## config.mk

```make
export PLATFORM = sky130hd
export DESIGN_NAME = escape_time_fractal_iteration_core
export DESIGN_NICKNAME = d
export VERILOG_FILES = /design/src/rtl/core/etf_pkg.sv /design/src/rtl/core/etf_cfg_regs.sv /design/src/rtl/core/etf_mult_unit.sv /design/src/rtl/core/escape_time_fractal_iteration_core.sv
export VERILOG_INCLUDE_DIRS = /design/src /design/src/rtl/core
export SDC_FILE = /design/constraint.sdc
export NUM_CORES = 2
export LEC_CHECK = 0
export BUFFER_PORTS_ARGS = -buffer_cell sky130_fd_sc_hd__buf_2
export CORE_MARGIN = 2
export CORE_UTILIZATION = 41
export CTS_BUF_LIST = sky130_fd_sc_hd__clkbuf_4 sky130_fd_sc_hd__clkbuf_8
export DETAILED_ROUTE_END_ITERATION = 8
export PLACE_DENSITY = 0.64
export SETUP_SLACK_MARGIN = 0.05
export SLEW_MARGIN = 20
export SYNTH_ARGS = -nofsm -noshare
export SYNTH_HDL_FRONTEND = slang
export SYNTH_SLANG_ARGS = --single-unit
```

## constraint.sdc

```tcl
create_clock -name clk_i -period 15.5 [get_ports clk_i]
set_input_delay 3.1 -clock clk_i [delete_from_list [all_inputs] [get_ports clk_i]]
set_output_delay 3.1 -clock clk_i [all_outputs]
set_load 0.005 [all_outputs]
```

## src/rtl/core/escape_time_fractal_iteration_core_assert.svh

```systemverilog
// assertion macros shared by the escape-time fractal core
// no dependencies; each macro takes a label, clock, reset, condition pair and message
`ifndef ESCAPE_TIME_FRACTAL_ITERATION_CORE_ASSERT_SVH
`define ESCAPE_TIME_FRACTAL_ITERATION_CORE_ASSERT_SVH

// same-cycle implication, disabled while reset is low
`define ETF_ASSERT_IMPL(label, clk, rst_n, ante, cons, msg) \
  label: assert property (@(posedge clk) disable iff (!rst_n) (ante) |-> (cons)) \
    else $error(msg);

// next-cycle implication, disabled while reset is low
`define ETF_ASSERT_NEXT(label, clk, rst_n, ante, cons, msg) \
  label: assert property (@(posedge clk) disable iff (!rst_n) (ante) |=> (cons)) \
    else $error(msg);

`endif

```

## src/rtl/core/etf_pkg.sv

```systemverilog
// shared types and constants of the escape-time fractal core
// no dependencies; imported by every module of the block
package etf_pkg;

  // default geometry of the number format and pixel indices
  localparam int unsigned CoordBitsDefault      = 32;
  localparam int unsigned FractionBitsDefault   = 28;
  localparam int unsigned PixelIndexBitsDefault = 12;

  // configuration port
  localparam int unsigned CfgIndexBits = 3;
  localparam int unsigned CfgDataBits  = 32;
  localparam int unsigned IterBits     = 16;
  localparam int unsigned PitchBits    = 31;

  localparam logic [CfgIndexBits-1:0] RegJuliaMode      = 3'd0;
  localparam logic [CfgIndexBits-1:0] RegIterationLimit = 3'd1;
  localparam logic [CfgIndexBits-1:0] RegLeftReal       = 3'd2;
  localparam logic [CfgIndexBits-1:0] RegPitchReal      = 3'd3;
  localparam logic [CfgIndexBits-1:0] RegTopImag        = 3'd4;
  localparam logic [CfgIndexBits-1:0] RegPitchImag      = 3'd5;
  localparam logic [CfgIndexBits-1:0] RegSeedReal       = 3'd6;
  localparam logic [CfgIndexBits-1:0] RegSeedImag       = 3'd7;

  // reset values: view of [-2.5, 1.5] with step 2^-10, Q3.28
  localparam logic [IterBits-1:0]    IterationLimitReset = 16'd256;
  localparam logic [CfgDataBits-1:0] LeftRealReset       = 32'hD800_0000;
  localparam logic [PitchBits-1:0]   PitchRealReset      = 31'h0004_0000;
  localparam logic [CfgDataBits-1:0] TopImagReset        = 32'h1800_0000;
  localparam logic [PitchBits-1:0]   PitchImagReset      = 31'h0004_0000;
  localparam logic [CfgDataBits-1:0] SeedReset           = 32'h0000_0000;

  typedef struct packed {
    logic                   julia_mode;
    logic [IterBits-1:0]    iteration_limit;
    logic [CfgDataBits-1:0] left_real;
    logic [PitchBits-1:0]   pitch_real;
    logic [CfgDataBits-1:0] top_imag;
    logic [PitchBits-1:0]   pitch_imag;
    logic [CfgDataBits-1:0] seed_real;
    logic [CfgDataBits-1:0] seed_imag;
  } etf_cfg_t;

endpackage

```

## src/rtl/core/etf_cfg_regs.sv

```systemverilog
// configuration register file of the escape-time fractal core
// depends on etf_pkg for register indexes, reset values and the config struct
module etf_cfg_regs
  import etf_pkg::*;
(
  input  logic                    clk_i,
  input  logic                    rst_ni,
  input  logic                    cfg_valid_i,
  output logic                    cfg_ready_o,
  input  logic [CfgIndexBits-1:0] cfg_index_i,
  input  logic [CfgDataBits-1:0]  cfg_data_i,
  output etf_cfg_t                cfg_o
);

  etf_cfg_t cfg_q, cfg_d;

  assign cfg_ready_o = 1'b1;
  assign cfg_o       = cfg_q;

  always_comb begin
    cfg_d = cfg_q;
    if (cfg_valid_i) begin
      case (cfg_index_i)
        RegJuliaMode:      cfg_d.julia_mode      = cfg_data_i[0];
        RegIterationLimit: cfg_d.iteration_limit = cfg_data_i[IterBits-1:0];
        RegLeftReal:       cfg_d.left_real       = cfg_data_i;
        RegPitchReal:      cfg_d.pitch_real      = cfg_data_i[PitchBits-1:0];
        RegTopImag:        cfg_d.top_imag        = cfg_data_i;
        RegPitchImag:      cfg_d.pitch_imag      = cfg_data_i[PitchBits-1:0];
        RegSeedReal:       cfg_d.seed_real       = cfg_data_i;
        RegSeedImag:       cfg_d.seed_imag       = cfg_data_i;
        default:           cfg_d = cfg_q;
      endcase
    end
  end

  always_ff @(posedge clk_i or negedge rst_ni) begin
    if (!rst_ni) begin
      cfg_q.julia_mode      <= 1'b0;
      cfg_q.iteration_limit <= IterationLimitReset;
      cfg_q.left_real       <= LeftRealReset;
      cfg_q.pitch_real      <= PitchRealReset;
      cfg_q.top_imag        <= TopImagReset;
      cfg_q.pitch_imag      <= PitchImagReset;
      cfg_q.seed_real       <= SeedReset;
      cfg_q.seed_imag       <= SeedReset;
    end else begin
      cfg_q <= cfg_d;
    end
  end

endmodule

```

## src/rtl/core/etf_mult_unit.sv

```systemverilog
// shared signed multiplier with registered product and fixed-point rescale
// depends on etf_pkg for default widths
module etf_mult_unit
  import etf_pkg::*;
#(
  parameter int unsigned COORD_BITS    = CoordBitsDefault,
  parameter int unsigned FRACTION_BITS = FractionBitsDefault,
  localparam int unsigned OpBits       = (COORD_BITS > 32) ? COORD_BITS : 32,
  localparam int unsigned ProdBits     = 2 * OpBits
) (
  input  logic                         clk_i,
  input  logic signed [OpBits-1:0]     a_i,
  input  logic signed [OpBits-1:0]     b_i,
  output logic signed [ProdBits-1:0]   raw_o,
  output logic signed [COORD_BITS-1:0] fix_o
);

  localparam logic signed [ProdBits-1:0] CoordMax =
    $signed({{(ProdBits-COORD_BITS+1){1'b0}}, {(COORD_BITS-1){1'b1}}});
  localparam logic signed [ProdBits-1:0] CoordMin = ~CoordMax;

  logic signed [ProdBits-1:0] prod_q, prod_d;
  logic signed [ProdBits-1:0] shifted;
  logic signed [ProdBits-1:0] trunc;
  logic signed [ProdBits-1:0] sat;
  logic                       round_up;

  assign prod_d = ProdBits'(a_i) * ProdBits'(b_i);

  always_ff @(posedge clk_i) begin
    prod_q <= prod_d;
  end

  // truncate toward zero: floor shift, then step back up for negative inexact values; saturate to range
  always_comb begin
    shifted  = prod_q >>> FRACTION_BITS;
    round_up = prod_q[ProdBits-1] && (prod_q[FRACTION_BITS-1:0] != '0);
    trunc    = shifted + $signed({{(ProdBits-1){1'b0}}, round_up});
    if (trunc > CoordMax) begin
      sat = CoordMax;
    end else if (trunc < CoordMin) begin
      sat = CoordMin;
    end else begin
      sat = trunc;
    end
  end

  assign raw_o = prod_q;
  assign fix_o = sat[COORD_BITS-1:0];

endmodule

```

## src/rtl/core/escape_time_fractal_iteration_core.sv

```systemverilog
// escape-time fractal core: maps a pixel to a complex point and iterates z = z^2 + c
// depends on etf_pkg, etf_cfg_regs, etf_mult_unit and the assertion macro header
//
//   channel  direction  handshake                payload
//   in       to core    in_valid_i / in_ready_o  column_i, row_i
//   out      from core  out_valid_o / out_ready_i iterations_o, inside_res_o
//   cfg      to core    cfg_valid_i / cfg_ready_o cfg_index_i, cfg_data_i
//
// one shared multiplier does three products per iteration in S_SQX, S_SQY and S_TEST
// a pixel escaping after n full iterations reports an iteration count of n
// an inside pixel reports the iteration limit; the next word is taken back in S_IDLE
// in_ready_o is high only between pixels; the result register frees the sequencer early
// a full result register stalls the sequencer in its last step until out_ready_i
// reset is asynchronous and active low; config registers go to their reset view
`include "escape_time_fractal_iteration_core_assert.svh"

module escape_time_fractal_iteration_core
  import etf_pkg::*;
#(
  parameter int unsigned COORD_BITS       = CoordBitsDefault,
  parameter int unsigned FRACTION_BITS    = FractionBitsDefault,
  parameter int unsigned PIXEL_INDEX_BITS = PixelIndexBitsDefault
) (
  input  logic                        clk_i,
  input  logic                        rst_ni,
  input  logic                        in_valid_i,
  output logic                        in_ready_o,
  input  logic [PIXEL_INDEX_BITS-1:0] column_i,
  input  logic [PIXEL_INDEX_BITS-1:0] row_i,
  output logic                        out_valid_o,
  input  logic                        out_ready_i,
  output logic [IterBits-1:0]         iterations_o,
  output logic                        inside_res_o,
  input  logic                        cfg_valid_i,
  output logic                        cfg_ready_o,
  input  logic [CfgIndexBits-1:0]     cfg_index_i,
  input  logic [CfgDataBits-1:0]      cfg_data_i
);

  localparam int unsigned OpBits   = (COORD_BITS > 32) ? COORD_BITS : 32;
  localparam int unsigned ProdBits = 2 * OpBits;
  localparam int unsigned MapBits  = PIXEL_INDEX_BITS + PitchBits;
  localparam int unsigned WideBits =
    ((COORD_BITS > MapBits + 1) ? COORD_BITS : MapBits + 1) + 2;

  localparam logic signed [WideBits-1:0] CoordMax =
    $signed({{(WideBits-COORD_BITS+1){1'b0}}, {(COORD_BITS-1){1'b1}}});
  localparam logic signed [WideBits-1:0] CoordMin = ~CoordMax;
  localparam logic [COORD_BITS:0] EscapeLimit = (COORD_BITS+1)'(4) << FRACTION_BITS;

  localparam logic [3:0] S_IDLE = 4'd0;
  localparam logic [3:0] S_PX   = 4'd1;
  localparam logic [3:0] S_PY   = 4'd2;
  localparam logic [3:0] S_INIT = 4'd3;
  localparam logic [3:0] S_SQX  = 4'd4;
  localparam logic [3:0] S_SQY  = 4'd5;
  localparam logic [3:0] S_TEST = 4'd6;
  localparam logic [3:0] S_UPD  = 4'd7;
  localparam logic [3:0] S_DONE = 4'd8;

  function automatic logic signed [COORD_BITS-1:0] clamp_c(input logic signed [WideBits-1:0] v);
    logic signed [WideBits-1:0] r;
    if (v > CoordMax) begin
      r = CoordMax;
    end else if (v < CoordMin) begin
      r = CoordMin;
    end else begin
      r = v;
    end
    return r[COORD_BITS-1:0];
  endfunction

  etf_cfg_t cfg;

  logic [3:0] state_q, state_d;
  logic [PIXEL_INDEX_BITS-1:0] col_q, col_d, row_q, row_d;
  logic signed [COORD_BITS-1:0] px_q, px_d;
  logic signed [COORD_BITS-1:0] zx_q, zx_d, zy_q, zy_d, cx_q, cx_d, cy_q, cy_d;
  logic signed [COORD_BITS-1:0] zx2_q, zx2_d, zy2_q, zy2_d;
  logic [IterBits-1:0] iter_q, iter_d, iter_next;
  logic [IterBits-1:0] res_cnt_q, res_cnt_d;
  logic res_inside_q, res_inside_d;
  logic out_valid_q, out_valid_d;
  logic [IterBits-1:0] iterations_q, iterations_d;
  logic inside_q, inside_d;

  logic signed [OpBits-1:0]     mul_a, mul_b;
  logic signed [ProdBits-1:0]   prod_raw;
  logic signed [COORD_BITS-1:0] prod_fix;

  logic signed [WideBits-1:0]   map_sum;
  logic signed [COORD_BITS-1:0] map_pt;
  logic [COORD_BITS:0]          mag_sum;
  logic signed [COORD_BITS-1:0] cross2, diff;
  logic                         in_accept, out_free;

  logic                         iterating, out_inside, out_escape;
  logic [IterBits-1:0]          iter_limit;

  etf_cfg_regs u_cfg_regs (
    .clk_i       (clk_i),
    .rst_ni      (rst_ni),
    .cfg_valid_i (cfg_valid_i),
    .cfg_ready_o (cfg_ready_o),
    .cfg_index_i (cfg_index_i),
    .cfg_data_i  (cfg_data_i),
    .cfg_o       (cfg)
  );

  etf_mult_unit #(
    .COORD_BITS    (COORD_BITS),
    .FRACTION_BITS (FRACTION_BITS)
  ) u_mult_unit (
    .clk_i (clk_i),
    .a_i   (mul_a),
    .b_i   (mul_b),
    .raw_o (prod_raw),
    .fix_o (prod_fix)
  );

  assign in_ready_o = (state_q == S_IDLE);
  assign in_accept  = in_valid_i && in_ready_o;
  assign out_free   = !out_valid_q || out_ready_i;

  // operand select for the shared multiplier
  always_comb begin
    case (state_q)
      S_PX: begin
        mul_a = OpBits'(col_q);
        mul_b = OpBits'(cfg.pitch_real);
      end
      S_PY: begin
        mul_a = OpBits'(row_q);
        mul_b = OpBits'(cfg.pitch_imag);
      end
      S_SQX: begin
        mul_a = OpBits'(zx_q);
        mul_b = OpBits'(zx_q);
      end
      S_SQY: begin
        mul_a = OpBits'(zy_q);
        mul_b = OpBits'(zy_q);
      end
      default: begin
        mul_a = OpBits'(zx_q);
        mul_b = OpBits'(zy_q);
      end
    endcase
  end

  // point mapping: column adds to the left edge, row subtracts from the top edge
  always_comb begin
    if (state_q == S_PY) begin
      map_sum = WideBits'(clamp_c(WideBits'($signed(cfg.left_real))))
              + $signed(WideBits'(prod_raw[MapBits-1:0]));
    end else begin
      map_sum = WideBits'(clamp_c(WideBits'($signed(cfg.top_imag))))
              - $signed(WideBits'(prod_raw[MapBits-1:0]));
    end
    map_pt = clamp_c(map_sum);
  end

  // both squares are saturated and nonnegative
  assign mag_sum = {1'b0, zx2_q} + {1'b0, prod_fix};
  assign cross2  = clamp_c(WideBits'(prod_fix) + WideBits'(prod_fix));
  assign diff    = clamp_c(WideBits'(zx2_q) - WideBits'(zy2_q));
  assign iter_next = iter_q + IterBits'(1);

  always_comb begin
    state_d      = state_q;
    col_d        = col_q;
    row_d        = row_q;
    px_d         = px_q;
    zx_d         = zx_q;
    zy_d         = zy_q;
    cx_d         = cx_q;
    cy_d         = cy_q;
    zx2_d        = zx2_q;
    zy2_d        = zy2_q;
    iter_d       = iter_q;
    res_cnt_d    = res_cnt_q;
    res_inside_d = res_inside_q;
    out_valid_d  = out_valid_q && !out_ready_i;
    iterations_d = iterations_q;
    inside_d     = inside_q;
    case (state_q)
      S_IDLE: begin
        if (in_accept) begin
          col_d   = column_i;
          row_d   = row_i;
          state_d = S_PX;
        end
      end
      S_PX: begin
        state_d = S_PY;
      end
      S_PY: begin
        px_d    = map_pt;
        state_d = S_INIT;
      end
      S_INIT: begin
        if (cfg.julia_mode) begin
          zx_d = px_q;
          zy_d = map_pt;
          cx_d = clamp_c(WideBits'($signed(cfg.seed_real)));
          cy_d = clamp_c(WideBits'($signed(cfg.seed_imag)));
        end else begin
          zx_d = '0;
          zy_d = '0;
          cx_d = px_q;
          cy_d = map_pt;
        end
        iter_d = '0;
        if (cfg.iteration_limit == '0) begin
          res_cnt_d    = '0;
          res_inside_d = 1'b1;
          state_d      = S_DONE;
        end else begin
          state_d = S_SQX;
        end
      end
      S_SQX: begin
        state_d = S_SQY;
      end
      S_SQY: begin
        zx2_d   = prod_fix;
        state_d = S_TEST;
      end
      S_TEST: begin
        zy2_d = prod_fix;
        if (mag_sum > EscapeLimit) begin
          res_cnt_d    = iter_q;
          res_inside_d = 1'b0;
          state_d      = S_DONE;
        end else begin
          state_d = S_UPD;
        end
      end
      S_UPD: begin
        zy_d   = clamp_c(WideBits'(cross2) + WideBits'(cy_q));
        zx_d   = clamp_c(WideBits'(diff) + WideBits'(cx_q));
        iter_d = iter_next;
        if (iter_next == cfg.iteration_limit) begin
          res_cnt_d    = iter_next;
          res_inside_d = 1'b1;
          state_d      = S_DONE;
        end else begin
          state_d = S_SQX;
        end
      end
      S_DONE: begin
        if (out_free) begin
          out_valid_d  = 1'b1;
          iterations_d = res_cnt_q;
          inside_d     = res_inside_q;
          state_d      = S_IDLE;
        end
      end
      default: begin
        state_d = S_IDLE;
      end
    endcase
  end

  always_ff @(posedge clk_i or negedge rst_ni) begin
    if (!rst_ni) begin
      state_q     <= S_IDLE;
      iter_q      <= '0;
      out_valid_q <= 1'b0;
    end else begin
      state_q     <= state_d;
      iter_q      <= iter_d;
      out_valid_q <= out_valid_d;
    end
  end

  always_ff @(posedge clk_i) begin
    col_q        <= col_d;
    row_q        <= row_d;
    px_q         <= px_d;
    zx_q         <= zx_d;
    zy_q         <= zy_d;
    cx_q         <= cx_d;
    cy_q         <= cy_d;
    zx2_q        <= zx2_d;
    zy2_q        <= zy2_d;
    res_cnt_q    <= res_cnt_d;
    res_inside_q <= res_inside_d;
    iterations_q <= iterations_d;
    inside_q     <= inside_d;
  end

  assign out_valid_o  = out_valid_q;
  assign iterations_o = iterations_q;
  assign inside_res_o = inside_q;

  assign iterating  = (state_q == S_SQX) || (state_q == S_SQY) ||
                      (state_q == S_TEST) || (state_q == S_UPD);
  assign out_inside = out_valid_o && inside_res_o;
  assign out_escape = out_valid_o && !inside_res_o;
  assign iter_limit = cfg.iteration_limit;

  `ETF_ASSERT_NEXT(a_accept_starts, clk_i, rst_ni, in_accept, state_q == S_PX, "no start")
  `ETF_ASSERT_IMPL(a_iter_lim, clk_i, rst_ni, iterating, iter_q < iter_limit, "at limit")
  `ETF_ASSERT_IMPL(a_in_lim, clk_i, rst_ni, out_inside, iterations_o == iter_limit, "in count")
  `ETF_ASSERT_IMPL(a_esc_lim, clk_i, rst_ni, out_escape, iterations_o < iter_limit, "esc count")

endmodule
```

[Word level (Yosys, flattened, before mapping)]
Cells that the tools add are included.
Word-level totals
  register bits after elaboration: 574
  input bits: 64
  output and inout port bits: 20
  word-level logic and storage cells: 149
Cells by class
  add/sub/neg operators: 9
  $mul: 1
  $lt $le $gt $ge: 21
  eq/ne operators: 21
  mux-type cells: 48
  reductions and logical operators: 24
Operator list (count)
  2-to-1 mux 32 bit: 26
  one-hot mux 32 bit (3 select lines): 2
  adder 32 x 32 -> 33 bit: 4
  > comparator 33 x 32 -> 1 bit (second input constant): 4
  less-than comparator 33 x 32 -> 1 bit (second input constant): 4
  > comparator 32 bit (second input constant): 4
  less-than comparator 32 bit (second input constant): 4
  one-hot mux 32 bit (2 select lines): 2
  multiplier 32 x 32 -> 64 bit: 1
  2-to-1 mux 16 bit: 3
  one-hot mux 16 bit (3 select lines): 1
  > comparator 46 x 32 -> 1 bit (second input constant): 1
  less-than comparator 46 x 32 -> 1 bit (second input constant): 1
  2-to-1 mux 46 bit: 1
  adder 32 x 44 -> 45 bit: 1
  subtractor 32 x 44 -> 45 bit: 1
  adder 36 x 2 -> 37 bit: 1
  > comparator 37 x 32 -> 1 bit (second input constant): 1
  less-than comparator 37 x 32 -> 1 bit (second input constant): 1
  one-hot mux 4 bit (9 select lines): 1
  > comparator 33 x 31 -> 1 bit (second input constant): 1
  subtractor 32 x 32 -> 33 bit: 1
  one-hot mux 16 bit (2 select lines): 1
  nonzero test 28 bit: 1
  other kinds (24): 56

[Depth between registers and ports, before layout]
  depth in word-level cells: 15
  gate-level depth with buffers: 42
  depth with buffers taken out: 35

[Cells and area by module]
From an unflattened synthesis, not the netlist that was laid out.
Second synthesis, totals
  cell total of the unflattened synthesis: 7616
  area, all modules: 73165.2 um2
By module, submodules not included
  etf_mult_unit: instances 1, cells an instance 4111, area each 38534.5 um2
  escape_time_fractal_iteration_core: instances 1, cells an instance 3059, area each 26798.2 um2
  etf_cfg_regs: instances 1, cells an instance 446, area each 7832.5 um2

[Least setup slack after synthesis]
No wires, ideal clock.
  path kind: register to register
  start point: register state_q[2]
  end point: register u_mult_unit.prod_q[60], in the netlist u_mult_unit.raw_o[60]
  library setup time: 0.072 ns
  arrival time: 10.243 ns
  required time: 15.428 ns
  path slack: 5.185 ns
  cell stages (with the launch flop): 28
  period minus slack after synthesis: 10.315 ns
  cell sequence: dfrtp_1 -> clkbuf_1 -> nand2b_1 -> nor2_1 -> clkbuf_1 -> clkbuf_1 -> a22oi_1 -> a21oi_1 -> fa_1 -> fa_1 -> fa_1 -> fa_1 -> fa_1 -> fa_1 -> fa_1 -> fa_1 -> ha_1 -> clkbuf_1 -> nand4_1 -> nor2_1 -> nand2_1 -> nor3_1 -> nor3_1 -> o21ai_0 -> a31oi_1 -> o311a_1 -> nor3_1 -> xnor2_1
Between the ends
  word-level cells in the longest chain between the ends: 3
  elaborated cells on any way between the ends: 7
  classes of those cells: mul (1); eq/ne (4); mux (2)
RTL lines
  start, declared: RTL line escape_time_fractal_iteration_core.sv:75  | logic [3:0] state_q, state_d;
  start signal, assigned: RTL line escape_time_fractal_iteration_core.sv:271  | state_q <= state_d;
  == test 4 x 3 -> 1 bit, or another cell as far along: RTL line escape_time_fractal_iteration_core.sv:127  | case (state_q)
  one-hot mux 32 bit (3 select lines): RTL line escape_time_fractal_iteration_core.sv:127
  multiplier 32 x 32 -> 64 bit *: RTL line etf_mult_unit.sv:28  | assign prod_d = ProdBits'(a_i) * ProdBits'(b_i);
  named net u_mult_unit.prod_d[60]: RTL line etf_mult_unit.sv:22  | logic signed [ProdBits-1:0] prod_q, prod_d;
  end signal, assigned: RTL line etf_mult_unit.sv:31  | prod_q <= prod_d;
  end, declared: RTL line etf_mult_unit.sv:22
Mark *: on every way through the listed nets, which the timed path passes. The rest lies on a longest branch.
A chain may end at the register's enable or synchronous reset.

[Worst setup path after layout]
  start point: register state_q[0]
  end point: register u_mult_unit.prod_q[60], in the netlist u_mult_unit.raw_o[60]
Same word-level chain as after synthesis.

==> results.ini <==
[cts]
h-tree-depth = 3
clock_path_buffers = 3
clk_latency_ns = 0.76
ctsHoldBuffers = 0
path_clk_slew_ns = 0.06
cts_tree = done
cts_buffers = 98
post_cts_buffers = 0
clockRootBuffer = clkbuf_8
clock-sinks = 574
cts_resized = 0

[hold_path]
min_to = iterations_o[6]
hold_path_class = flip-flop to flip-flop
hold_path_depth = 0
min_from = res_cnt_q[6]

[global_routing]
grt_pass1_wl_um = 365000
antenna_found_initial = 21
grt_start_max_net_pins = 115
grt_overflow = 0
grt_pass1_vias = 57670
grtUsageTotal = 0.271

[sta]
rsz0062_at_grt = false
clock-skew-final_ns = 0.0750
slew_viol_final = 0
fin_crit_ns = 12.18
setup_violations = 0
fmax_mhz = 82.1
worst_slew_pin_slew_ns = 1.35
setup-tns-final_ns = 0
slew_headroom = 0.0951
hold_violations = 0
period_share = 0.785

[synthesis]
syn_area_um2 = 71700
synth_cell_types = 106
ys_seq_elements = 574
synth_nets = 9191
syn_avg_cell_area_um2 = 9.39
ys.flop_type = edfxtp_1
ys_warn_count = 0
ys_seq_area_frac = 0.216
async_flop_share = 0.397
synth_edf_count = 282
syn_inst = 7636

[worst_setup_path]
path_class = flip-flop to flip-flop
slowest_stage = or3_4
cp_top_family = adder cells
reg2reg_to = u_mult_unit.raw_o[60]
worstPathMaxFanout = 51
cp.required_ns = 16.14
max_stage_delay_ns = 0.76
r2r_cells = 33
path_common_cell = fa_1
cp-end-kind = flip-flop
regToRegSetupSlack_ns = 3.33
crit_arrival_ns = 12.81
r2r-start = state_q[0]
cp_num_buf_inv = 6
startpoint_type = flip-flop

[detailed_routing]
wl_per_cell_um = 24.2
drtIter0Drc = 5780
vias_per_cell = 5.67
num_vias = 56474
drt_wl_total_um = 241000
drc = 0
drtAntennaViolNets = 0
firstDrtPassIters = 8

[floorplanning]
rows = 153
ios = 84
start_util = 0.413
die_h_um = 422
dieArea_um2 = 178000
fp.dieW_um = 422
core_um2 = 174000

[final_layout]
syn_to_final_growth_pct = 7.17
drive_gt1_frac = 0.0969
layout.nets = 9088
final_util = 0.442

[run_status]
status = finished, final reports clean

[placed_design]
place_hpwl_um = 190000
io_buffers = 82
place_congestion = 0.983

[job]
max_cap_viol_count = 0

[cell usage in the layout (no fill, tap or decap), drive strengths merged, types with 31 or more instances in the layout]
cell type  count
nor2b         45
nand3         70
o22a          32
clkbuf       144
xor2         121
a21o         141
nand4         57
or2           34
o21bai        38
a211oi        31
mux2         238
edfxtp       282
o21ai        261
xnor2        184
o21a          44
fa          1088
nand2b        57
dfxtp         64
and2          70
a31oi         32
and3          44
nor3          59
ha           403
nor4          31
buf          208
a21oi        328
nor2         493
dfrtp        219
inv         1253
a221o         42
nand2       1077
[worst max path at each step]
stage | startpoint | to | slack (ns) | cells past startpoint
finish | state_q[0] | u_mult_unit.raw_o[60] | 3.33 | 33
CTS | state_q[0] | u_mult_unit.raw_o[60] | 3.39 | 33
floorplan | state_q[2] | u_mult_unit.raw_o[60] | 5.18 | 27
detailed placement | state_q[0] | u_mult_unit.raw_o[60] | 3.50 | 33
global placement | state_q[0] | u_mult_unit.raw_o[60] | 3.14 | 33
global route | state_q[0] | u_mult_unit.raw_o[60] | 2.71 | 33
[metal layers]
layer	routed length, um	part of all wire	global-route usage
met3	23500	0.097	0.0541
met4	12400	0.051	0.118
met5	43	0.00018	0
met1	98200	0.41	0.371
met2	107000	0.44	0.416
[state kept, by name, summed over array words and instances (netlist names)]
register / flops
out_valid_o: 1
inside_res_o: 1
u_cfg_regs.cfg_o: 207
iter_q: 16
iterations_o: 16
state_q: 4
res_inside_q: 1
zy2_q: 32
zy_q: 32
col_q: 12
cy_q: 32
zx_q: 32
cx_q: 32
row_q: 12
px_q: 32
u_mult_unit.raw_o: 64
res_cnt_q: 16
zx2_q: 32
[cell families after synthesis]
group / synth area share
AO/OA/AOI/OAI: 0.114
XOR/XNOR: 0.0372
adder cells (fa/ha/maj): 0.375
buffers and inverters: 0.0875
flip-flops: 0.216
multiplexers: 0.0403
other: 0.0000523
AND/OR/NAND/NOR: 0.130
[per-stage QoR]
stage | hold WS, ns | setup WS (ns) | instance area [um2] | std cells
global route | 0.423 | 2.71 | 76800 | 9945
CTS | 0.421 | 3.39 | 76800 | 9944
global placement | 0.401 | 3.14 | 74600 | 9755
floorplan | 0.400 | 5.18 | 71700 | 7636
finish | 0.417 | 3.33 | 76900 | 9954
detailed placement | 0.406 | 3.50 | 74600 | 9758
[synth_stat cells (all sizes together), types with 28 or more instances]
library cell | count | area [um2]
nand2b | 57 | 357
o21ai | 261 | 1310
nand3 | 70 | 350
and3 | 44 | 275
and2 | 70 | 438
nand2 | 1077 | 4050
dfrtp | 219 | 5480
a221o | 42 | 420
o21bai | 38 | 285
xor2 | 121 | 1060
clkbuf | 350 | 1320
nor3 | 59 | 300
nand4 | 57 | 357
a21o | 141 | 1060
a211oi | 31 | 233
ha | 403 | 5040
buf | 61 | 282
dfxtp | 64 | 1280
a21oi | 328 | 1660
o211ai | 28 | 215
a22o | 29 | 254
o21a | 44 | 330
nor2 | 493 | 1850
mux2 | 238 | 2680
and4 | 29 | 254
edfxtp | 282 | 8470
nor4 | 31 | 209
inv | 1247 | 4680
fa | 1088 | 21800
xnor2 | 184 | 1610
o22a | 32 | 280
nor2b | 45 | 282
or2 | 34 | 213
a31oi | 32 | 206
[final cells by class]
class,instances,area [um2]
fillers,16858,97000
multi-input cells,5404,50200
flip-flops and latches,574,15500
inverters,1247,4680
well taps,2325,2910
clock buffers,144,1790
repair buffers,208,1360
clock inverters,42,419
diodes,10,25.0
Power is not shown: default switching activity piles up to over one toggle a cycle in this logic, so the estimate is an artifact.
